### config.mk
export PLATFORM = sky130hd
export DESIGN_NAME = crcfr_front
export DESIGN_NICKNAME = d
export VERILOG_FILES = /design/src/crcfr_pkg.sv /design/src/crcfr_front.sv
export SDC_FILE = /design/constraint.sdc
export NUM_CORES = 1
export LEC_CHECK = 0
export ABC_AREA = 1
export BUFFER_PORTS_ARGS = -buffer_cell sky130_fd_sc_hd__buf_2
export CORE_UTILIZATION = 45
export CTS_BUF_LIST = sky130_fd_sc_hd__clkbuf_4
export CTS_CLUSTER_DIAMETER = 30
export DETAILED_ROUTE_END_ITERATION = 10
export PLACE_DENSITY = 0.87
export SYNTH_ARGS = -nofsm -noshare
export SYNTH_HDL_FRONTEND = slang
export SYNTH_SLANG_ARGS = --single-unit
### constraint.sdc
create_clock -name clk -period 1.1 [get_ports clk]
set_input_delay 0.055 -clock clk [delete_from_list [all_inputs] [get_ports clk]]
set_output_delay 0.055 -clock clk [all_outputs]
set_load 0.03 [all_outputs]
### src/crcfr_pkg.sv
`timescale 1ns / 1ps
package crcfr_pkg;

  // Frame format limits and CRC-16/CCITT-FALSE constants
  localparam int MAX_PAYLOAD_DEF = 256;
  localparam logic [15:0] CRC_INIT = 16'hFFFF;
  localparam logic [15:0] CRC_POLY = 16'h1021;

  // Sync byte values after reset
  localparam logic [7:0] SYNC_FIRST_RST  = 8'hAA;
  localparam logic [7:0] SYNC_SECOND_RST = 8'h55;

  // Depth of the queue between front and back
  localparam int QUEUE_DEPTH = 2;

  // Configuration register indexes
  typedef enum logic {
    CFG_SYNC_FIRST  = 1'b0,
    CFG_SYNC_SECOND = 1'b1
  } cfg_idx_t;

  // Item commands
  typedef enum logic [1:0] {
    CMD_LINK = 2'd0,
    CMD_READ = 2'd1,
    CMD_TAKE = 2'd2,
    CMD_NOP  = 2'd3
  } cmd_t;

  // Frame event codes
  typedef enum logic [2:0] {
    EV_NONE     = 3'd0,
    EV_ACCEPT   = 3'd1,
    EV_CRC_ERR  = 3'd2,
    EV_DROPPED  = 3'd3,
    EV_BAD_LEN  = 3'd4
  } frame_ev_t;

  // Classified item handed from front to back
  typedef struct packed {
    cmd_t        cmd;
    logic [7:0]  data;       // link byte or read index
    logic [15:0] cap;        // host capacity for take
    logic        sync1_hit;  // link byte equals first sync byte
    logic        sync2_hit;  // link byte equals second sync byte
  } op_t;

  // One byte of CRC-16/CCITT-FALSE, MSB first
  function automatic logic [15:0] crc16_byte(logic [15:0] crc, logic [7:0] b);
    logic [15:0] c;
    c = crc ^ {b, 8'h00};
    for (int k = 0; k < 8; k++) begin
      c = c[15] ? ({c[14:0], 1'b0} ^ CRC_POLY) : {c[14:0], 1'b0};
    end
    return c;
  endfunction

endpackage

### src/crcfr_front.sv
`timescale 1ns / 1ps
module crcfr_front
  import crcfr_pkg::*;
(
  input  logic        clk,
  input  logic        rst_n,
  input  logic        cfg_valid,
  output logic        cfg_ready,
  input  logic        cfg_index,
  input  logic [7:0]  cfg_data,
  input  logic        in_valid,
  output logic        in_ready,
  input  logic [1:0]  in_cmd,
  input  logic [7:0]  in_link_byte,
  input  logic [7:0]  in_read_index,
  input  logic [15:0] in_dest_capacity,
  output logic        push_valid,
  input  logic        push_ready,
  output op_t         push_op
);

  logic [7:0] sync_first_r;
  logic [7:0] sync_second_r;

  // Hold the sync byte registers
  always_ff @(posedge clk) begin
    if (!rst_n) begin
      sync_first_r  <= SYNC_FIRST_RST;
      sync_second_r <= SYNC_SECOND_RST;
    end else if (cfg_valid) begin
      case (cfg_idx_t'(cfg_index))
        CFG_SYNC_FIRST:  sync_first_r  <= cfg_data;
        CFG_SYNC_SECOND: sync_second_r <= cfg_data;
        default: ;
      endcase
    end
  end

  assign cfg_ready = 1'b1;

  // Classify the item: pick its operand, compare against sync bytes
  always_comb begin
    push_op.cmd       = cmd_t'(in_cmd);
    push_op.data      = (cmd_t'(in_cmd) == CMD_READ) ? in_read_index : in_link_byte;
    push_op.cap       = in_dest_capacity;
    push_op.sync1_hit = (in_link_byte == sync_first_r);
    push_op.sync2_hit = (in_link_byte == sync_second_r);
  end

  assign push_valid = in_valid;
  assign in_ready   = push_ready;

endmodule

# After elaboration in Yosys (flattened, before gate mapping)
# Cells that the tools add are included.
word_totals:
  reg_bits: 16
  wordCells: 9
op_classes:
  muxes: 1
  n_reduce_logical: 2
  bitwise: 1
  eq_ne: 3
ops:
  columns: ["operator", "n"]
  rows:
  - ["$eq 8x8->1", 2]
  - ["$mux 8", 1]
  - ["$reduce_and 2->1", 2]
  - ["$eq 2x1->1 const B", 1]
  - ["$not 1->1", 1]

# Depth between registers and ports, before layout
depth:
  word_depth: 2
  ltp_mapped: 6
  mapped_depth_nobuf: 6

# Worst setup path after synthesis
# No wires, ideal clock.
synth_timing:
  kind: "register to output"
  start: "register sync_first_r[6]"
  end: "output port push_op[1] (netlist name)"
  slack_ns: 0.055
  required_time_ns: 1.045
  stages_incl_launch_ff: 7
  t_arrival_ns: 0.990
  cell_sequence: "dfxtp_1 > inv_1 > nand2_1 > nand2_1 > nor2_1 > nand2_1 > nor2_1"
synth_rtl:
  columns: ["element", "line", "rtl"]
  rows:
  - ["start: declaration", "crcfr_front.sv:22", "logic [7:0] sync_first_r;"]
  - ["start signal: assignment", "crcfr_front.sv:32", "CFG_SYNC_FIRST: sync_first_r <= cfg_data;"]
  - ["end: declaration", "crcfr_front.sv:19", "output op_t push_op"]

==> metrics.md <==
| Metric | Value |
|---|---|
| Run status | finished with violations |
| Violated checks | hold timing, setup timing |
| Worst IR Drop VDD | 0.7229 mV |
| Number of port buffers | roughly 40 |
| Post-synthesis sequential element count | 16 |
| Number of remaining DRC errors | 0 |
| Gp weighted congestion | 0.7689 |
| Skew-Pair Late Insertion Delay | approximately 0.29 ns |
| Number of rows in the core area | 17 |
| Netlist cell types | 14 |
| Maximum Capacitance Violations | 0 |
| Via Count | between 1,000 and 1,500 |
| Category of the worst setup path launch point | register |
| Placeable core region | 0.002276 sq mm |
| Maximum number of pins on one net before global-route repair | 17 |
| Avg Synthesized Cell Area | just over 6 sq um |
| Overall Power | between 1 and 1.5 mW |
| RSZ-0062 raised after global routing | true |
| Maximum clock insertion buffer count | 2 |
| DRT iter0 DRCs | 23 |
| Crit. End Element | output pin |
| Number of sinks handled by clock tree synthesis | 16 |
| Post-route minimum period | roughly 1.3 ns |
| Leakage power | approximately 0.73 nW |
| Total wire length | about 2300 microns |
| Number of cells traversed by the worst hold path | 3 |
| Placed inst area | 0.001174 sq mm |
| Worst reg2reg path depth | 3 |
| Clock tree from TritonCTS | yes |
| Fill cell instance count of the final layout | 244 |
| Total nets after synthesis | around 230 |
| Maximum clock rate | ~0.78 GHz |
| CP Data Arrival Time | roughly 1.2 ns |
| Post-Syn Area | 0.001114 sq mm |
| Final setup skew | 0 ns |
| Commonest non-fill, non-tap cell in the layout | sky130_fd_sc_hd__nand2_1 |
| Overflow left after global routing | 0 |
| Count of antenna-violating nets left after detailed routing | 0 |
| Data required time of the critical path | around 1.0 ns |
| Antenna violations before repair | 0 |
| Kind of critical path | register to output pin |
| Count of yosys warnings during synthesis | 0 |
| Commonest cells after routing, fill and taps aside | sky130_fd_sc_hd__nand2_1 (58), sky130_fd_sc_hd__buf_2 (39), sky130_fd_sc_hd__inv_1 (19), sky130_fd_sc_hd__nor2_1 (17), sky130_fd_sc_hd__a21oi_1 (16) |
| Areal power density over the cells | 1047 mW/mm^2 |
| Cell area after layout | 0.001294 sq mm |
| Number of antenna repair diodes | 0 |
| Gate count after technology mapping | 181 |
| I/O pin count | 79 |
| Total Die Area | 0.002678 sq mm |
| Largest fanout on the critical path | 2 |
| First-pass detailed-route iteration total | 4 |
| Cts bufs inserted | 3 |
| All-layer global routing usage | 0.1852 |
| Minimum setup slack in the final design | -0.1762 ns |
| Clk pin slew, worst setup/hold paths | approximately 0.09 ns |
| H-tree level count | 1 |
| Chip Width | 51.75 microns |
| Effective utilization at floorplan | 0.4893 |
| Hold Path Class | primary input to register |
| Tightest hold margin | -0.003728 ns |
| Clock root buffer | sky130_fd_sc_hd__clkbuf_4 |
| Final worst path period share | 1.160 |
| Final setup violating endpoints | 2 |
| Final count of hold timing violations | 2 |
| Post-DR wirelength/cell | about 9.8 microns |
| DP HPWL | around 1800 microns |
| Portion of the post-synthesis area used by sequential elements | 0.2876 |
| Vias/cell | about 4.6 |
| Final nets | between 200 and 300 |
| Share of final-layout standard cells stronger than drive strength 1 | 0.3571 |
| Total count of max-transition violations in the final report | 0 |
| Number of global-route vias before repair | around 900 |
| Relative area change from synthesis to final layout | 16.18% |
| Y dimension of the die | ~52 microns |
| First-pass GRT wire length | between 3000 and 4000 microns |
-- routing by layer --
metal  part of all wire  track usage  wire length, microns  up-vias
li1                   -            -                     -      594
met1               0.47       0.2370                  1101      460
met2               0.47       0.3052                  1097       33
met3              0.042      0.02047                    98        5
met4              0.019      0.09459                    44        0
met5                  0            0                     0        -
-- critical path: stages (launching register included) --
cell	delay, ns
sky130_fd_sc_hd__dfxtp_2	0.33
sky130_fd_sc_hd__inv_1	0.05
sky130_fd_sc_hd__nand2_1	0.05
sky130_fd_sc_hd__nand2_1	0.05
sky130_fd_sc_hd__nor2_1	0.09
sky130_fd_sc_hd__nand2_1	0.05
sky130_fd_sc_hd__nor2_1	0.13
sky130_fd_sc_hd__buf_4	0.18
-- path summary, 6_finish.rpt --
| kind | slack (ns) | startpoint | end |
|---|---|---|---|
| worst min register to register | 0.46 | sync_second_r[3] | sync_second_r[3] |
| worst min-delay path | -0.004 | cfg_data[6] | sync_second_r[6] |
| worst max register to register | 0.37 | sync_first_r[1] | sync_first_r[1] |
| worst max-delay path | -0.18 | sync_first_r[6] | push_op[1] |
-- flip-flops by register name, summed over array words and instances, names as in the netlist --
signal and cells:
sync_first_r 8, sync_second_r 8
-- cell type report --
class | instances | area [sq um] | area share
Tap cell | 28 | 35.03 | 0.02708
Inverter | 28 | 107.6 | 0.08317
Multi-Input combinational cell | 114 | 513.0 | 0.3965
Clock buffer | 3 | 22.52 | 0.01741
Timing Repair Buffer | 49 | 280.3 | 0.2166
Sequential cell | 16 | 335.3 | 0.2592
-- synth_stat cells --
cell,number,share of area
sky130_fd_sc_hd__o211ai_1,8,0.054
sky130_fd_sc_hd__buf_6,2,0.020
sky130_fd_sc_hd__dfxtp_1,16,0.29
sky130_fd_sc_hd__o21ai_0,8,0.036
sky130_fd_sc_hd__buf_4,21,0.14
sky130_fd_sc_hd__a21oi_1,16,0.072
sky130_fd_sc_hd__nor2_1,18,0.061
sky130_fd_sc_hd__nand2_4,2,0.020
sky130_fd_sc_hd__inv_2,2,0.0067
sky130_fd_sc_hd__nand2_1,60,0.20
sky130_fd_sc_hd__conb_1,1,0.0034
sky130_fd_sc_hd__inv_4,1,0.0056
sky130_fd_sc_hd__nand2_2,1,0.0056
sky130_fd_sc_hd__inv_1,25,0.084
-- metrics by stage --
step             util  cells  TNS (ns)  setup WS, ns
2_1_floorplan       -    181         0       0.05485
3_3_place_gp   0.5157    227         0        0.1148
3_5_place_dp   0.5157    227         0        0.1006
4_1_cts        0.5596    237   -0.3506       -0.1869
5_1_grt        0.5684    238   -0.4881       -0.2489
6_report       0.5684    238   -0.3310       -0.1762
-- timing repair --
action,4_1_cts,5_1_grt
setup buffers,3,1
resized for setup,14,9
hold buffers,4,0
pin swaps,11,6
endpoints found under the hold margin,4,0
setup endpoints to repair,2,2
-- cell families (layout without fill, tap and decap cells) --
group                  count (synthesis)  count (layout)  share of synthesized area
other                                  1               1                   0.003368
AND/OR/NAND/NOR                       81              81                     0.2888
flip-flops                            16              16                     0.2876
AO/OA/AOI/OAI                         32              32                     0.1618
buffers and inverters                 51              80                     0.2584
-- power by group --
part | internal, mW | switching (mW)
Combinational | 0.152 | 0.240
Sequential | 0.624 | 0.0198
Clock | 0.127 | 0.191
Power figures use the tool's default switching activity.
