## src/crcfr_pkg.sv

```systemverilog
`timescale 1ns / 1ps
package crcfr_pkg;

  // Frame format limits and CRC-16/CCITT-FALSE constants
  localparam int MAX_PAYLOAD_DEF = 256;
  localparam logic [15:0] CRC_INIT = 16'hFFFF;
  localparam logic [15:0] CRC_POLY = 16'h1021;

  // Sync byte values after reset
  localparam logic [7:0] SYNC_FIRST_RST  = 8'hAA;
  localparam logic [7:0] SYNC_SECOND_RST = 8'h55;

  // Depth of the queue between front and back
  localparam int QUEUE_DEPTH = 2;

  // Configuration register indexes
  typedef enum logic {
    CFG_SYNC_FIRST  = 1'b0,
    CFG_SYNC_SECOND = 1'b1
  } cfg_idx_t;

  // Item commands
  typedef enum logic [1:0] {
    CMD_LINK = 2'd0,
    CMD_READ = 2'd1,
    CMD_TAKE = 2'd2,
    CMD_NOP  = 2'd3
  } cmd_t;

  // Frame event codes
  typedef enum logic [2:0] {
    EV_NONE     = 3'd0,
    EV_ACCEPT   = 3'd1,
    EV_CRC_ERR  = 3'd2,
    EV_DROPPED  = 3'd3,
    EV_BAD_LEN  = 3'd4
  } frame_ev_t;

  // Classified item handed from front to back
  typedef struct packed {
    cmd_t        cmd;
    logic [7:0]  data;       // link byte or read index
    logic [15:0] cap;        // host capacity for take
    logic        sync1_hit;  // link byte equals first sync byte
    logic        sync2_hit;  // link byte equals second sync byte
  } op_t;

  // One byte of CRC-16/CCITT-FALSE, MSB first
  function automatic logic [15:0] crc16_byte(logic [15:0] crc, logic [7:0] b);
    logic [15:0] c;
    c = crc ^ {b, 8'h00};
    for (int k = 0; k < 8; k++) begin
      c = c[15] ? ({c[14:0], 1'b0} ^ CRC_POLY) : {c[14:0], 1'b0};
    end
    return c;
  endfunction

endpackage

```

## src/crcfr_queue.sv

```systemverilog
`timescale 1ns / 1ps
module crcfr_queue
  import crcfr_pkg::*;
(
  input  logic clk,
  input  logic rst_n,
  input  logic push_valid,
  output logic push_ready,
  input  op_t  push_op,
  output logic pop_valid,
  input  logic pop_ready,
  output op_t  pop_op
);

  localparam int PW   = (QUEUE_DEPTH > 1) ? $clog2(QUEUE_DEPTH) : 1;
  localparam int CNTW = $clog2(QUEUE_DEPTH + 1);

  op_t             q_r [QUEUE_DEPTH];
  logic [PW-1:0]   wr_ptr_r;
  logic [PW-1:0]   rd_ptr_r;
  logic [CNTW-1:0] count_r;
  logic            do_push;
  logic            do_pop;

  assign push_ready = (count_r != CNTW'(QUEUE_DEPTH));
  assign pop_valid  = (count_r != '0);
  assign pop_op     = q_r[rd_ptr_r];
  assign do_push    = push_valid && push_ready;
  assign do_pop     = pop_valid && pop_ready;

  // Advance pointers and occupancy
  always_ff @(posedge clk) begin
    if (!rst_n) begin
      wr_ptr_r <= '0;
      rd_ptr_r <= '0;
      count_r  <= '0;
    end else begin
      if (do_push) begin
        wr_ptr_r <= (wr_ptr_r == PW'(QUEUE_DEPTH - 1)) ? '0 : wr_ptr_r + 1'b1;
      end
      if (do_pop) begin
        rd_ptr_r <= (rd_ptr_r == PW'(QUEUE_DEPTH - 1)) ? '0 : rd_ptr_r + 1'b1;
      end
      if (do_push && !do_pop) begin
        count_r <= count_r + 1'b1;
      end else if (do_pop && !do_push) begin
        count_r <= count_r - 1'b1;
      end
    end
  end

  // Store the pushed item
  always_ff @(posedge clk) begin
    if (do_push) begin
      q_r[wr_ptr_r] <= push_op;
    end
  end

endmodule

```

## config.mk

```make
export PLATFORM = sky130hd
export DESIGN_NAME = crcfr_queue
export DESIGN_NICKNAME = d
export VERILOG_FILES = /design/src/crcfr_pkg.sv /design/src/crcfr_queue.sv
export SDC_FILE = /design/constraint.sdc
export NUM_CORES = 1
export LEC_CHECK = 0
export BUFFER_PORTS_ARGS = -buffer_cell sky130_fd_sc_hd__buf_2
export CAP_MARGIN = 15
export CORE_ASPECT_RATIO = 0.7
export CORE_MARGIN = 2
export CORE_UTILIZATION = 55
export CTS_CLUSTER_SIZE = 14
export DETAILED_ROUTE_END_ITERATION = 10
export PLACE_DENSITY = 0.84
export SETUP_SLACK_MARGIN = 0.2
export SYNTH_ARGS = -nofsm -noshare
export SYNTH_HDL_FRONTEND = slang
export SYNTH_SLANG_ARGS = --single-unit
```

## constraint.sdc

```tcl
create_clock -name clk -period 3.8 [get_ports clk]
set_clock_uncertainty 0.15 [all_clocks]
set_input_delay 0.57 -clock clk [delete_from_list [all_inputs] [get_ports clk]]
set_output_delay 0.57 -clock clk [all_outputs]
set_load 0.01 [all_outputs]
```

## Word level (Yosys, flattened, before mapping)

Memory sizes are Yosys's and may differ from the RTL's. A register that Yosys moved wholly into a read port is not among the register bits.
Cells that the tools add are included.

| storage, ports and cells | value |
|---|---|
| flip-flop bits (word level) | 4 |
| RAM bits | 56 |
| input bits | 32 |
| output and inout bits | 30 |
| memories kept | 1 |

Memories:

| memory | depth | width | rd ports | clocked after Yosys merged registers in | write ports | RTL line | source |
|---|---|---|---|---|---|---|---|
| q_r | 2 | 28 | 1 | 1 | 1 | crcfr_queue.sv:18 | `op_t q_r [QUEUE_DEPTH];` |

| cells by class | value |
|---|---|
| $add $sub $neg | 4 |
| equal/unequal tests | 1 |
| mux-type cells | 8 |
| reductions and logical operators | 8 |

Operators with widths:

| cell | number |
|---|---|
| 1-bit two-way mux | 6 |
| 1-bit logical AND | 4 |
| 2-bit two-way mux | 2 |
| 2-bit nonzero test | 2 |
| 1-bit adder (second input constant) | 2 |
| 2-bit by 1-bit adder with 2-bit output (second input constant) | 1 |
| 1-bit zero test | 2 |
| 2-bit inequality test (second input constant) | 1 |
| 2-bit by 1-bit subtractor with 2-bit output (second input constant) | 1 |

## Logic depth before layout (Yosys ltp)

| depth | value |
|---|---|
| word-level depth | 6 |
| gate-level depth with buffers | 6 |

## Worst setup path after synthesis

Ideal clock, no wire load.

| path | value |
|---|---|
| path kind | reg2reg |
| start point | register count_r[0] |
| end point | memory q_r[1][0] (netlist bit), enable pin |
| library setup time | 387 ps |
| data arrival time | 1319 ps |
| setup slack | 1944 ps |
| stages on the path, launching flop included | 3 |
| path buffers | 0 |
| cell sequence | dfxtp_1 nand2b_4 and3_1 |

| between the ends | value |
|---|---|
| cells in the longest elaborated chain, start to end | 4 |

Ends and longest elaborated chain:

| element | RTL line | source |
|---|---|---|
| from (decl) | crcfr_queue.sv:21 | `logic [CNTW-1:0] count_r;` |
| from (signal assigned) | crcfr_queue.sv:45 | `count_r <= count_r + 1'b1;` |
| from (signal assigned) | crcfr_queue.sv:47 | `count_r <= count_r - 1'b1;` |
| 2-bit inequality test | crcfr_queue.sv:25 | `assign push_ready = (count_r != CNTW'(QUEUE_DEPTH));` |
| named net push_ready | crcfr_queue.sv:8 | `output logic push_ready,` |
| 1-bit logical AND | crcfr_queue.sv:28 | `assign do_push = push_valid && push_ready;` |
| 1-bit two-way mux | crcfr_queue.sv:54 | `if (do_push) begin` |
| 1-bit two-way mux (not written as such) | crcfr_queue.sv:55 | `q_r[wr_ptr_r] <= push_op;` |
| to (decl) | crcfr_queue.sv:18 |  |

The timed path passes the listed nets, and every way through them passes these cells.

==> impl_results.md <==
* Syn Nets at 144
* Die Y at 57.6 um
* Min-Delay Path Class: input pin to flip-flop
* Avg WL per Cell at 15.5 um
* Leakage at 0.00107 uW
* Most frequent cells in the layout: buf_2 (61), edfxtp_1 (56), mux2_2 (28)
* Post-CTS resize count at 0
* Max Slew Vio Count at 0
* Worst vdd ir at between 0.4 and 0.5 mV
* # diodes at 0
* CP max FO at 28
* Dpl hpwl at roughly 2.5 mm
* Synth area leaders: edfxtp_1 (74%), mux2_2 (14%), dfxtp_1 (4.4%)
* Number of port buffers at 61
* Final min period at 2.23 ns
* Cts hold-fix bufs at 0
* Max-slew headroom at 27.0%
* Starting Density at ~58%
* Routed WL at 3.70 mm
* Max Cap Viol at 0
* CP Launch Type: flip-flop
* Worst hold margin at 0.277 ns
* Worst R2R Setup Slack at 1.76 ns
* Die area at 4650 um^2
* Multi-input logic area at 454 um^2
* Slew @ Worst Pin at 1.09 ns
* Die X at 80.6 um
* CTS clk-pin slew, worst paths at 0.06 ns
* H-tree depth at 3
* TritonCTS clock tree: yes
* Post-synth top area share at 74.4%
* Netlist cell types at 20
* Critical Path RT at 3.08 ns
* End of the critical path: pop_op[1]
* Antenna-violating nets left at 0
* Number of clock sinks at 61
* Signal arrival time at the worst endpoint at 1.51 ns
* Routed via count at approximately 1,200
* Largest net degree at the start of global routing at 29
* Pre-antenna DRT Iters at 4
* Sequential-to-total area share from yosys stat at 78.8%
* Layout cells sized above 1 at between 50% and 60%
* Total Routing Usage GR at between 10% and 20%
* Status: finished, final reports clean
* Critical R2R Capture: q_r[0][22]
* First-pass GRT wire length at 5.66 mm
* Crit Path Class: flip-flop to output port
* Iter 0 DRT Violations at 53
* Filler Cell Count at 263
* Routability cong. at roughly 0.77
* Core region area at 3920 um^2
* RSZ-0062 raised after global routing: no
* Worst Setup End Kind: output port
* Crit-path max cell delay at 0.39 ns
* Syn Area/Cell at approximately 20 um^2
* Total global routing overflow at 0
* # nets final at 215
* Commonest non-fill, non-tap cell in the layout: buf_2
* Syn Std Cell Area at 2260 um^2
* CTS Buf Count at 9
* Clk buf depth at 2
* Final setup viols at 0
* Antenna violations before repair at 0
* IO Count at 62
* Residual DRC at 0
* R2r worst-path depth at 3
* Fmax at around 450 MHz
* Reg area at about 1800 um^2
* Vias in the first global route at ~1,300
* Critical-path cell list: buf_4, mux2_2, buf_2
* Tcrit/Tclk final at 58.6%
* Gate Count Post-Synth at 111
* P per Cell Area at about 660 nW/um^2
* Setup TNS at 0 ns
* Post-DR vias/cell at 5.03
* Post-synth top area cell: edfxtp_1
* Root buf cell: clkbuf_8
* Synth-to-Final Area Change at 24.2%
* Final Hold Vio Count at 0
* Synth warn at 0
* Post-CTS setup buffers at 0
* Num rows at 19
* Worst r2r src: count_r[0]
* Slowest cell on the critical path: mux2_2
* Latest clock arrival within the worst-skew pair at around 0.33 ns
* FF+latch count, synth at 61
==> where the power goes <==
group	switching, uW	internal [uW]	leakage (uW)
registers	34.3	844	0.000564
clock network	211	290	0.0000937
logic	240	230	0.000416
total	485	1360	0.00107
==> area by class of cell <==
cell class                      count  share of cell area [%]
Sequential cell                    61                    63.5
Multi-Input combinational cell     46                    16.2
Timing Repair Buffer               63                    11.4
Clock buffer                       15                    6.29
Tap cell                           52                    2.32
Clock inverter                      1                   0.178
Inverter                            1                   0.134
==> synth_stat cells <==
master and n:
edfxtp_1 56, mux2_2 28, dfxtp_1 5, and2_1 4, buf_4 2, xnor2_1 2, a21bo_2 1, a21boi_0 1
a21boi_1 1, and3_1 1, buf_2 1, ha_1 1, inv_1 1, nand2b_4 1, nand3b_1 1, o21ai_0 1
o21ai_1 1, or2_2 1, or3_1 1, xor2_1 1
==> flip-flops by register name, summed over array words and instances, names as in the netlist, named ones only <==
signal	count
q_r	56
count_r	2
rd_ptr_r	1
wr_ptr_r	1
==> layer usage <==
| layer | part of all wire [%] | routed length [um] | up-vias | GRT usage, % |
|---|---|---|---|---|
| li1 | - | - | 570 | - |
| met1 | 37 | 1350 | 581 | 18.5 |
| met2 | 54 | 1980 | 45 | 30.0 |
| met3 | 8.8 | 326 | 7 | 10.7 |
| met4 | 1.1 | 40 | 0 | 7.99 |
| met5 | 0 | 0 | - | 0 |
==> worst min-delay path by stage <==
stage	start	endpoint	slack (ns)	cells after the start
after floorplan	count_r[1]	count_r[1]	0.36	2
after global placement	count_r[1]	count_r[1]	0.38	2
after detailed placement	count_r[1]	count_r[1]	0.42	2
after CTS	push_op[26]	q_r[0][26]	0.26	1
after global routing	push_op[26]	q_r[0][26]	0.25	1
final	push_op[26]	q_r[0][26]	0.28	1
==> per-stage QoR <==
step	util (%)	total power (uW)	setup slack, ns	cells	area, um^2
after floorplan	-	1200	1.94	111	2260
after global placement	66.9	1340	1.72	223	2630
after detailed placement	66.9	1370	1.66	223	2630
after CTS	71.5	1870	1.55	239	2810
after global routing	71.5	1950	1.49	239	2810
final	71.5	1850	1.57	239	2810
==> cell families after synthesis <==
group,share of synthesized area [%]
buffers and inverters,1.05
adders and majority gates,0.554
DFF,78.8
AOI/OAI and AO/OA,1.55
and+or+nand+nor,2.88
xor gates and xnor gates,1.16
muxes,14.0
==> critical path, delay by kind of cell, from the launching register on <==
| family | cells | cell delay (ns) |
|---|---|---|
| DFF | 1 | 0.30 |
| buffers and inverters | 2 | 0.47 |
| muxes | 1 | 0.39 |
Power figures use the tool's default switching activity.
