--- src/crcfr_pkg.sv ---
`timescale 1ns / 1ps
package crcfr_pkg;

  // Frame format limits and CRC-16/CCITT-FALSE constants
  localparam int MAX_PAYLOAD_DEF = 256;
  localparam logic [15:0] CRC_INIT = 16'hFFFF;
  localparam logic [15:0] CRC_POLY = 16'h1021;

  // Sync byte values after reset
  localparam logic [7:0] SYNC_FIRST_RST  = 8'hAA;
  localparam logic [7:0] SYNC_SECOND_RST = 8'h55;

  // Depth of the queue between front and back
  localparam int QUEUE_DEPTH = 2;

  // Configuration register indexes
  typedef enum logic {
    CFG_SYNC_FIRST  = 1'b0,
    CFG_SYNC_SECOND = 1'b1
  } cfg_idx_t;

  // Item commands
  typedef enum logic [1:0] {
    CMD_LINK = 2'd0,
    CMD_READ = 2'd1,
    CMD_TAKE = 2'd2,
    CMD_NOP  = 2'd3
  } cmd_t;

  // Frame event codes
  typedef enum logic [2:0] {
    EV_NONE     = 3'd0,
    EV_ACCEPT   = 3'd1,
    EV_CRC_ERR  = 3'd2,
    EV_DROPPED  = 3'd3,
    EV_BAD_LEN  = 3'd4
  } frame_ev_t;

  // Classified item handed from front to back
  typedef struct packed {
    cmd_t        cmd;
    logic [7:0]  data;       // link byte or read index
    logic [15:0] cap;        // host capacity for take
    logic        sync1_hit;  // link byte equals first sync byte
    logic        sync2_hit;  // link byte equals second sync byte
  } op_t;

  // One byte of CRC-16/CCITT-FALSE, MSB first
  function automatic logic [15:0] crc16_byte(logic [15:0] crc, logic [7:0] b);
    logic [15:0] c;
    c = crc ^ {b, 8'h00};
    for (int k = 0; k < 8; k++) begin
      c = c[15] ? ({c[14:0], 1'b0} ^ CRC_POLY) : {c[14:0], 1'b0};
    end
    return c;
  endfunction

endpackage

--- src/crcfr_back.sv ---
`timescale 1ns / 1ps
module crcfr_back
  import crcfr_pkg::*;
#(
  parameter int MAX_PAYLOAD = MAX_PAYLOAD_DEF
) (
  input  logic       clk,
  input  logic       rst_n,
  input  logic       pop_valid,
  output logic       pop_ready,
  input  op_t        pop_op,
  output logic       out_valid,
  input  logic       out_ready,
  output logic [2:0] out_frame_event,
  output logic       out_ready_flag,
  output logic [8:0] out_held_length,
  output logic [7:0] out_read_byte,
  output logic [8:0] out_taken_length
);

  localparam int AW     = (MAX_PAYLOAD > 1) ? $clog2(MAX_PAYLOAD) : 1;
  localparam int CW     = AW + 1;
  localparam int LW     = $clog2(MAX_PAYLOAD + 1);
  localparam int MDEPTH = 2 ** (AW + 1);

  typedef enum logic [2:0] {
    PH_SYNC1   = 3'd0,
    PH_SYNC2   = 3'd1,
    PH_HEADER  = 3'd2,
    PH_PAYLOAD = 3'd3,
    PH_CRC_LO  = 3'd4,
    PH_CRC_HI  = 3'd5
  } phase_t;

  // Parser and mailbox state
  phase_t      phase_r,   phase_nxt;
  logic [1:0]  hdr_cnt_r, hdr_cnt_nxt;
  logic [AW-1:0] pay_cnt_r, pay_cnt_nxt;
  logic [15:0] exp_len_r, exp_len_nxt;
  logic [15:0] crc_r,     crc_nxt;
  logic [7:0]  crc_lo_r,  crc_lo_nxt;
  logic [LW-1:0] held_len_r, held_len_nxt;
  logic        full_r,    full_nxt;
  logic        bank_r,    bank_nxt;

  // Output register
  logic        out_valid_r, out_valid_nxt;
  frame_ev_t   out_ev_r,    out_ev_nxt;
  logic        out_flag_r,  out_flag_nxt;
  logic [8:0]  out_hlen_r,  out_hlen_nxt;
  logic [8:0]  out_taken_r, out_taken_nxt;
  logic        rd_ok_r,     rd_ok_nxt;

  // Two-bank payload memory; the held frame lives in the bank not being filled
  logic [7:0]  mem [MDEPTH];
  logic [7:0]  mem_q_r;
  logic        mem_we;
  logic        mem_re;
  logic [AW:0] mem_waddr;
  logic [AW:0] mem_raddr;

  logic        fire;
  logic [15:0] crc_step;
  logic [15:0] len_full;
  logic [CW-1:0] pay_cnt_inc;
  logic [AW+7:0] idx_ext;
  logic [15:0] held16;
  logic [15:0] held16_nxt;
  logic [15:0] taken16;

  assign pop_ready   = !out_valid_r || out_ready;
  assign fire        = pop_valid && pop_ready;
  assign crc_step    = crc16_byte(crc_r, pop_op.data);
  assign len_full    = {pop_op.data, exp_len_r[7:0]};
  assign pay_cnt_inc = CW'({1'b0, pay_cnt_r}) + CW'(1);
  assign idx_ext     = {{AW{1'b0}}, pop_op.data};
  assign held16      = 16'(held_len_r);
  assign mem_waddr   = {bank_r, pay_cnt_r};
  assign mem_raddr   = {~bank_r, idx_ext[AW-1:0]};
  assign mem_re      = fire && (pop_op.cmd == CMD_READ);

  // Step the parser and mailbox for one item
  always_comb begin
    phase_nxt    = phase_r;
    hdr_cnt_nxt  = hdr_cnt_r;
    pay_cnt_nxt  = pay_cnt_r;
    exp_len_nxt  = exp_len_r;
    crc_nxt      = crc_r;
    crc_lo_nxt   = crc_lo_r;
    held_len_nxt = held_len_r;
    full_nxt     = full_r;
    bank_nxt     = bank_r;
    out_ev_nxt   = EV_NONE;
    rd_ok_nxt    = 1'b0;
    taken16      = '0;
    mem_we       = 1'b0;

    if (fire) begin
      case (pop_op.cmd)
        CMD_LINK: begin
          case (phase_r)
            PH_SYNC2: begin
              if (pop_op.sync2_hit) begin
                phase_nxt   = PH_HEADER;
                hdr_cnt_nxt = '0;
                crc_nxt     = CRC_INIT;
              end else begin
                phase_nxt = PH_SYNC1;
              end
            end
            PH_HEADER: begin
              crc_nxt = crc_step;
              if (hdr_cnt_r == 2'd1) begin
                exp_len_nxt = {8'h00, pop_op.data};
              end
              if (hdr_cnt_r == 2'd2) begin
                exp_len_nxt = len_full;
                hdr_cnt_nxt = '0;
                if (len_full > 16'(MAX_PAYLOAD)) begin
                  out_ev_nxt = EV_BAD_LEN;
                  phase_nxt  = PH_SYNC1;
                end else if (len_full == '0) begin
                  phase_nxt = PH_CRC_LO;
                end else begin
                  phase_nxt   = PH_PAYLOAD;
                  pay_cnt_nxt = '0;
                end
              end else begin
                hdr_cnt_nxt = hdr_cnt_r + 2'd1;
              end
            end
            PH_PAYLOAD: begin
              crc_nxt     = crc_step;
              mem_we      = 1'b1;
              pay_cnt_nxt = pay_cnt_inc[AW-1:0];
              if (pay_cnt_inc >= exp_len_r[CW-1:0]) begin
                phase_nxt = PH_CRC_LO;
              end
            end
            PH_CRC_LO: begin
              crc_lo_nxt = pop_op.data;
              phase_nxt  = PH_CRC_HI;
            end
            PH_CRC_HI: begin
              if ({pop_op.data, crc_lo_r} != crc_r) begin
                out_ev_nxt = EV_CRC_ERR;
              end else if (full_r) begin
                out_ev_nxt = EV_DROPPED;
              end else begin
                // swap banks: the frame just filled becomes the held one
                held_len_nxt = exp_len_r[LW-1:0];
                full_nxt     = 1'b1;
                bank_nxt     = ~bank_r;
                out_ev_nxt   = EV_ACCEPT;
              end
              phase_nxt = PH_SYNC1;
            end
            default: begin
              phase_nxt = pop_op.sync1_hit ? PH_SYNC2 : PH_SYNC1;
            end
          endcase
        end
        CMD_READ: begin
          rd_ok_nxt = full_r && (16'(pop_op.data) < held16);
        end
        CMD_TAKE: begin
          if (full_r) begin
            taken16  = (held16 < pop_op.cap) ? held16 : pop_op.cap;
            full_nxt = 1'b0;
          end
        end
        default: ;
      endcase
    end

    held16_nxt    = 16'(held_len_nxt);
    out_flag_nxt  = full_nxt;
    out_hlen_nxt  = full_nxt ? held16_nxt[8:0] : 9'd0;
    out_taken_nxt = taken16[8:0];

    if (fire) begin
      out_valid_nxt = 1'b1;
    end else if (out_ready) begin
      out_valid_nxt = 1'b0;
    end else begin
      out_valid_nxt = out_valid_r;
    end
  end

  // Hold state and the output register
  always_ff @(posedge clk) begin
    if (!rst_n) begin
      phase_r     <= PH_SYNC1;
      hdr_cnt_r   <= '0;
      pay_cnt_r   <= '0;
      exp_len_r   <= '0;
      crc_r       <= CRC_INIT;
      crc_lo_r    <= '0;
      held_len_r  <= '0;
      full_r      <= 1'b0;
      bank_r      <= 1'b0;
      out_valid_r <= 1'b0;
    end else begin
      phase_r     <= phase_nxt;
      hdr_cnt_r   <= hdr_cnt_nxt;
      pay_cnt_r   <= pay_cnt_nxt;
      exp_len_r   <= exp_len_nxt;
      crc_r       <= crc_nxt;
      crc_lo_r    <= crc_lo_nxt;
      held_len_r  <= held_len_nxt;
      full_r      <= full_nxt;
      bank_r      <= bank_nxt;
      out_valid_r <= out_valid_nxt;
    end
    if (fire) begin
      out_ev_r    <= out_ev_nxt;
      out_flag_r  <= out_flag_nxt;
      out_hlen_r  <= out_hlen_nxt;
      out_taken_r <= out_taken_nxt;
      rd_ok_r     <= rd_ok_nxt;
    end
  end

  // Write payload bytes, read held bytes with registered data
  always_ff @(posedge clk) begin
    if (mem_we) begin
      mem[mem_waddr] <= pop_op.data;
    end
    if (mem_re) begin
      mem_q_r <= mem[mem_raddr];
    end
  end

  assign out_valid        = out_valid_r;
  assign out_frame_event  = out_ev_r;
  assign out_ready_flag   = out_flag_r;
  assign out_held_length  = out_hlen_r;
  assign out_read_byte    = rd_ok_r ? mem_q_r : 8'h00;
  assign out_taken_length = out_taken_r;

endmodule

--- config.mk ---
export PLATFORM = sky130hd
export DESIGN_NAME = crcfr_back
export DESIGN_NICKNAME = d
export VERILOG_FILES = /design/src/crcfr_pkg.sv /design/src/crcfr_back.sv
export SDC_FILE = /design/constraint.sdc
export NUM_CORES = 2
export LEC_CHECK = 0
export ABC_CLOCK_PERIOD_IN_PS = 4200
export BUFFER_PORTS_ARGS = -buffer_cell sky130_fd_sc_hd__buf_2
export CORE_UTILIZATION = 35
export CTS_CLUSTER_DIAMETER = 50
export DETAILED_ROUTE_END_ITERATION = 7
export PLACE_DENSITY = 0.5
export SYNTH_ARGS = -nofsm -noshare
export SYNTH_HDL_FRONTEND = slang
export SYNTH_SLANG_ARGS = --single-unit
--- constraint.sdc ---
create_clock -name clk -period 4.2 [get_ports clk]
set_input_delay 0.42 -clock clk [delete_from_list [all_inputs] [get_ports clk]]
set_output_delay 0.42 -clock clk [all_outputs]
set_load 0.01 [all_outputs]
# Word-level counts from Yosys, hierarchy flattened
# Memory sizes are Yosys's and may differ from the RTL's. A register that Yosys moved wholly into a read port is not among the register bits.
# Cells that the tools add are included.
[totals]
inputBits = 32
out_inout_bits = 32
memories = 1
wordCells = 122
register_bits = 81
ram_bits = 4096
[op_classes]
n_mux = 49
order_cmp = 4
eq_ne = 15
add_sub_neg = 2
n_reduce_logical = 22
n_bitwise = 13
[memory_table]
columns = ["memory", "depth", "width", "rd", "rd_ports_with_merged_regs", "write_ports", "line", "rtl"]
rows = [
  ["mem", 512, 8, 1, 1, 1, "crcfr_back.sv:55", "logic [7:0] mem [MDEPTH];"],
]
[op_table]
columns = ["op", "n"]
rows = [
  ["$mux W13", 8],
  ["$mux W9", 8],
  ["$mux W8", 4],
  ["$pmux W16 S2", 1],
  ["$not A3 Y3", 8],
  ["$mux W3", 6],
  ["$gt A16 B9 Y1 const B", 1],
  ["$logic_not A16 Y1", 1],
  ["$lt A9 B16 Y1", 1],
  ["$mux W16", 1],
  ["$ne A16 B16 Y1", 1],
  ["$pmux W8 S2", 1],
  ["$reduce_and A4 Y1", 4],
  ["$xor A16 B16 Y16", 1],
  ["$pmux W3 S5", 1],
  ["$mux W1", 11],
  ["$mux W2", 5],
  ["$ne A2 B2 Y1 const B", 5],
  ["$reduce_and A5 Y1", 2],
  ["$reduce_bool A2 Y1", 5],
  ["$add A8 B1 Y9 const B", 1],
  ["$ge A9 B9 Y1", 1],
  ["$lt A8 B9 Y1", 1],
  ["$eq A3 B2 Y1 const B", 2],
  ["17 further kinds", 25],
]

# Longest topological paths before layout
[logic_depth]
ltp_word = 18
ltp_mapped = 15
depth_no_buf = 11

# Worst setup path before layout
# Ideal clock, no wire load.
[synth_timing]
path_kind = "input to register"
from = "input port out_ready"
to = "memory mem[450][0], enable pin"
path_buffers = 2
slack_ns = 0.841
cell_stages = 9
required_time_ns = 3.830
t_arrival_ns = 2.989
setup_ns = 0.370
path_cell_list = "nand2b_1 > nand2_1 > inv_1 > nand2_1 > nor2_1 > clkbuf_1 > nand3_1 > clkbuf_1 > nor2_1"
[synth_between]
elab_chain_cells = 5
[synth_lines]
columns = ["element", "line", "rtl"]
rows = [
  ["start, declared", "crcfr_back.sv:13", "input logic out_ready,"],
  ["$logic_or A1 B1 Y1", "crcfr_back.sv:71", "assign pop_ready = !out_valid_r || out_ready;"],
  ["$logic_and A1 B1 Y1", "crcfr_back.sv:72", "assign fire = pop_valid && pop_ready;"],
  ["net fire", "crcfr_back.sv:62", "logic fire;"],
  ["$mux W1", "crcfr_back.sv:98", "if (fire) begin"],
  ["$mux W1", "crcfr_back.sv:226", "if (mem_we) begin"],
  ["$mux W1 (implied by the code)", "crcfr_back.sv:227", "mem[mem_waddr] <= pop_op.data;"],
  ["end, declared", "crcfr_back.sv:55", ""],
]
# The timed path passes the listed nets, and every way through them passes these cells.

==> flow_summary_export.csv <==
group,metric,value,unit
run_status,outcome,"complete, no violations",
power_and_ir_drop,total_leakage_power,60.93,nW
setup_path,cp.required,4960,ps
timing,slew_viol_final,0,
synth,ys_types,66,
drt,wirelength,494400,um
placed_design,portBuffers,63,
placed_design,gp_congestion,0.8584,
floorplan,die_w,684.3,um
power_and_ir_drop,ir_worst_vdd,417.2,uV
floorplan,die_h,684.3,um
drt,dr.pass1.iters,6,
setup_path,critPathLaunchType,"primary input",
placed_design,hpwl,325100,um
min_path,hold_class,"primary input to flip-flop",
synth,synth_area,162900,um2
cts,path_clk_slew,60,ps
cts,clock_sinks,4185,
synth,async_flop_share,0,
drt,ant_nets,0,
global_routing,grtUsageTotal,0.2078,
power_and_ir_drop,power_density,469.8,nW/um2
min_path,hp-start,"pop_op[15]",
drt,viasPerCell,5.501,
global_routing,grt_pass1_vias,84200,
synth,synth-seq-area-share,0.7677,
setup_path,rrSetupSlack,370,ps
synth,avgSynthCellArea,21.44,um2
setup_path,crit_type,"primary input to flip-flop",
synth,synth_fp_nets,7665,
global_routing,grt_pass1_wl,686800,um
setup_path,cp-endpoint,"mem_q_r[4]",
setup_path,slowest_stage,"mux4_2",
finish,fin_cells,15210,
cts,cts_tree,"yes",
cts,cts_made_buffers,459,
setup_path,endpoint_kind,"flip-flop",
global_routing,grt_max_degree,124,
flow_run,max_cap_violations,0,
finish,syn_to_final_growth,18.09,%
floorplan,rows,250,
drt,wl_per_cell,32.50,um
setup_path,cpPeakStageDelay,680,ps
setup_path,arrival,4770,ps
setup_path,timing.rr.start,"out_valid",
setup_path,r2r_end,"mem[14][3]",
setup_path,crit_chain,"dlygate4sd3_1, buf_12, buf_12, buf_12, buf_12, mux4_2, a221oi_1, buf_4, o21ai_1, a221oi_1, buf_4, a211oi_1, nor2_1, a22oi_1",
timing,rsz0062_at_grt,"no",
finish,nNetsFinal,8697,
finish,drive_above_1_share,0.3159,
floorplan,dieArea,468300,um2
floorplan,core,463600,um2
finish,fin_util,0.4151,
drt,drt_first_iter_violations,10360,
placed_design,dp.cells,14320,
timing,hold_viol,0,
timing,fin_setup_tns,0,ps
timing,setup_violations,0,
synth,netlist_instances,7600,
drt,via_count,83670,
cts,clockBufferDepth,4,
cts,cts_root_buf,"clkbuf_16",
setup_path,cp_common_cell,"buf_12",
timing,max_freq,0.2495,GHz
global_routing,antenna_found_initial,45,
setup_path,path_max_fanout,20,
synth,synth_edf_count,4127,
cts,clk_latency,1050,ps
setup_path,cp-startpoint,"pop_op[18]",
setup_path,reg2regPathDepth,8,
floorplan,initial_core_util,0.3515,
synth,synth_warnings,0,
synth,yosys_most_used_dff,"edfxtp_1",
timing,fin_worst_skew,100.9,ps
timing,relSlewSlack,0.2256,
floorplan,ios,64,
synth,synth-seq-cells,4185,
drt,drc_errors,0,
timing,period_needed,4007,ps
timing,min_period_over_period,0.9541,
timing,max_slew.worst_pin.slew,1153,ps
global_routing,grt_overflow,0,
cts,h-tree-depth,5,
==> layer usage <==
metal  track usage  part of all wire  vias to the layer above
li1              -                 -                    33910
met5             0           0.00071                        -
met2        0.3260              0.47                     3460
met3       0.03657             0.078                      734
met1        0.2965              0.42                    45560
met4       0.06429             0.033                        8
==> synthesized netlist by cell type (25+ instances only) <==
cell type / number / area share
a221oi_1: 55 / 0.0030
a21oi_1: 68 / 0.0021
buf_2: 108 / 0.0033
nand2_1: 191 / 0.0044
o22ai_1: 37 / 0.0014
nand3_1: 81 / 0.0025
dfxtp_1: 58 / 0.0071
xnor2_1: 26 / 0.0014
a22oi_1: 100 / 0.0046
o21ai_0: 101 / 0.0031
buf_1: 41 / 0.00094
ha_1: 33 / 0.0025
nor3_1: 25 / 0.00077
mux4_2: 1120 / 0.15
nand4_1: 29 / 0.0011
buf_4: 60 / 0.0028
clkbuf_1: 213 / 0.0049
mux2i_1: 176 / 0.011
edfxtp_1: 4127 / 0.76
nor2_1: 664 / 0.015
inv_1: 43 / 0.00099
==> registers in the layout, indices dropped and copies added (netlist names), 9 cells and up <==
name and count:
held_len_r 9, mem 4096, exp_len_r 9, crc_r 16, out_taken_length 9, out_held_length 9
==> layout make-up <==
| cell class | instances | area [um2] |
|---|---|---|
| Antenna cell | 12 | 30.03 |
| Clock buffer | 535 | 11860 |
| Clock inverter | 317 | 3057 |
| Fill cell | 40690 | 271200 |
| Inverter | 46 | 180.2 |
| Multi-Input combinational cell | 2928 | 35780 |
| Sequential cell | 4185 | 125100 |
| Tap cell | 6174 | 7725 |
| Timing Repair Buffer | 1012 | 8696 |
==> power by group <==
part | leakage (nW) | total (mW) | switching [mW] | internal (mW)
Sequential | 37.6 | 45.9 | 0.00865 | 45.9
Combinational | 16.1 | 4.63 | 2.98 | 1.65
Clock | 7.25 | 39.9 | 17.0 | 22.9
Total | 60.9 | 90.4 | 20.0 | 70.4
==> metrics by stage <==
| stage | cell area [um2] | worst slack, ps | hold slack, ps | power (mW) |
|---|---|---|---|---|
| 3_3_place_gp | 177200 | -1284 | 492.4 | 51.35 |
| 5_1_grt | 192400 | 162.4 | 139.3 | 92.69 |
| 6_report | 192400 | 192.6 | 128.8 | 90.40 |
| 2_1_floorplan | 162900 | 841.2 | 444.6 | 48.89 |
| 4_1_cts | 192400 | 274.0 | 47.79 | 91.13 |
| 3_5_place_dp | 177200 | -202.3 | 495.9 | 51.41 |
==> placed cells by master (no fill, tap or decap), types with 28 or more instances in the layout <==
cell type   Yosys  layout
clkbuf_1      213      72
nand4_1        29      29
o21ai_0       101     100
edfxtp_1     4127    4127
mux2i_1       176     176
ha_1           33      33
clkinvlp_4      0      28
mux4_2       1120    1120
dfxtp_1        58      58
clkbuf_16       0     463
clkinv_1        1     100
buf_2         108      55
buf_4          60     835
a22oi_1       100     100
a221oi_1       55      55
bufinv_16       0      42
nand3_1        81      77
a21oi_1        68      68
inv_1          43      41
nand2_1       191     179
nor2_1        664     647
buf_12          0      90
o22ai_1        37      37
clkinv_2        0      90
==> kinds of logic (layout without fill, tap and decap cells) <==
| kind of cell | Yosys count | in the layout | synth area share |
|---|---|---|---|
| other | 0 | 12 | 0 |
| multiplexers | 1304 | 1304 | 0.1662 |
| adder cells (fa/ha/maj) | 33 | 33 | 0.002534 |
| AO/OA/AOI/OAI | 474 | 474 | 0.01963 |
| buffers and inverters | 487 | 1910 | 0.01429 |
| XOR/XNOR | 39 | 39 | 0.002096 |
| AND/OR/NAND/NOR | 1078 | 1078 | 0.02760 |
| flip-flops | 4185 | 4185 | 0.7677 |
==> how the worst min path moves through the flow <==
stage / to / cells past startpoint / slack [ps]
after CTS: out_taken_length[6] / 6 / 50
after global placement: crc_r[15] / 2 / 490
final: out_taken_length[6] / 6 / 130
after detailed placement: crc_r[13] / 2 / 500
after global routing: out_taken_length[6] / 6 / 140
after floorplan: exp_len_r[8] / 2 / 440
==> timing repair <==
action,in CTS,in global routing
buffers inserted,0,0
hold endpoints to repair,184,0
gates resized for setup,0,0
hold buffers,26,0
==> worst max-delay path, delay by kind of cell <==
family | cells | cell delay (ps)
AO/OA/AOI/OAI | 5 | 1210
AND/OR/NAND/NOR | 1 | 410
multiplexers | 1 | 680
buffers and inverters | 7 | 1880
Note: power is estimated with default switching activity, not from simulation.
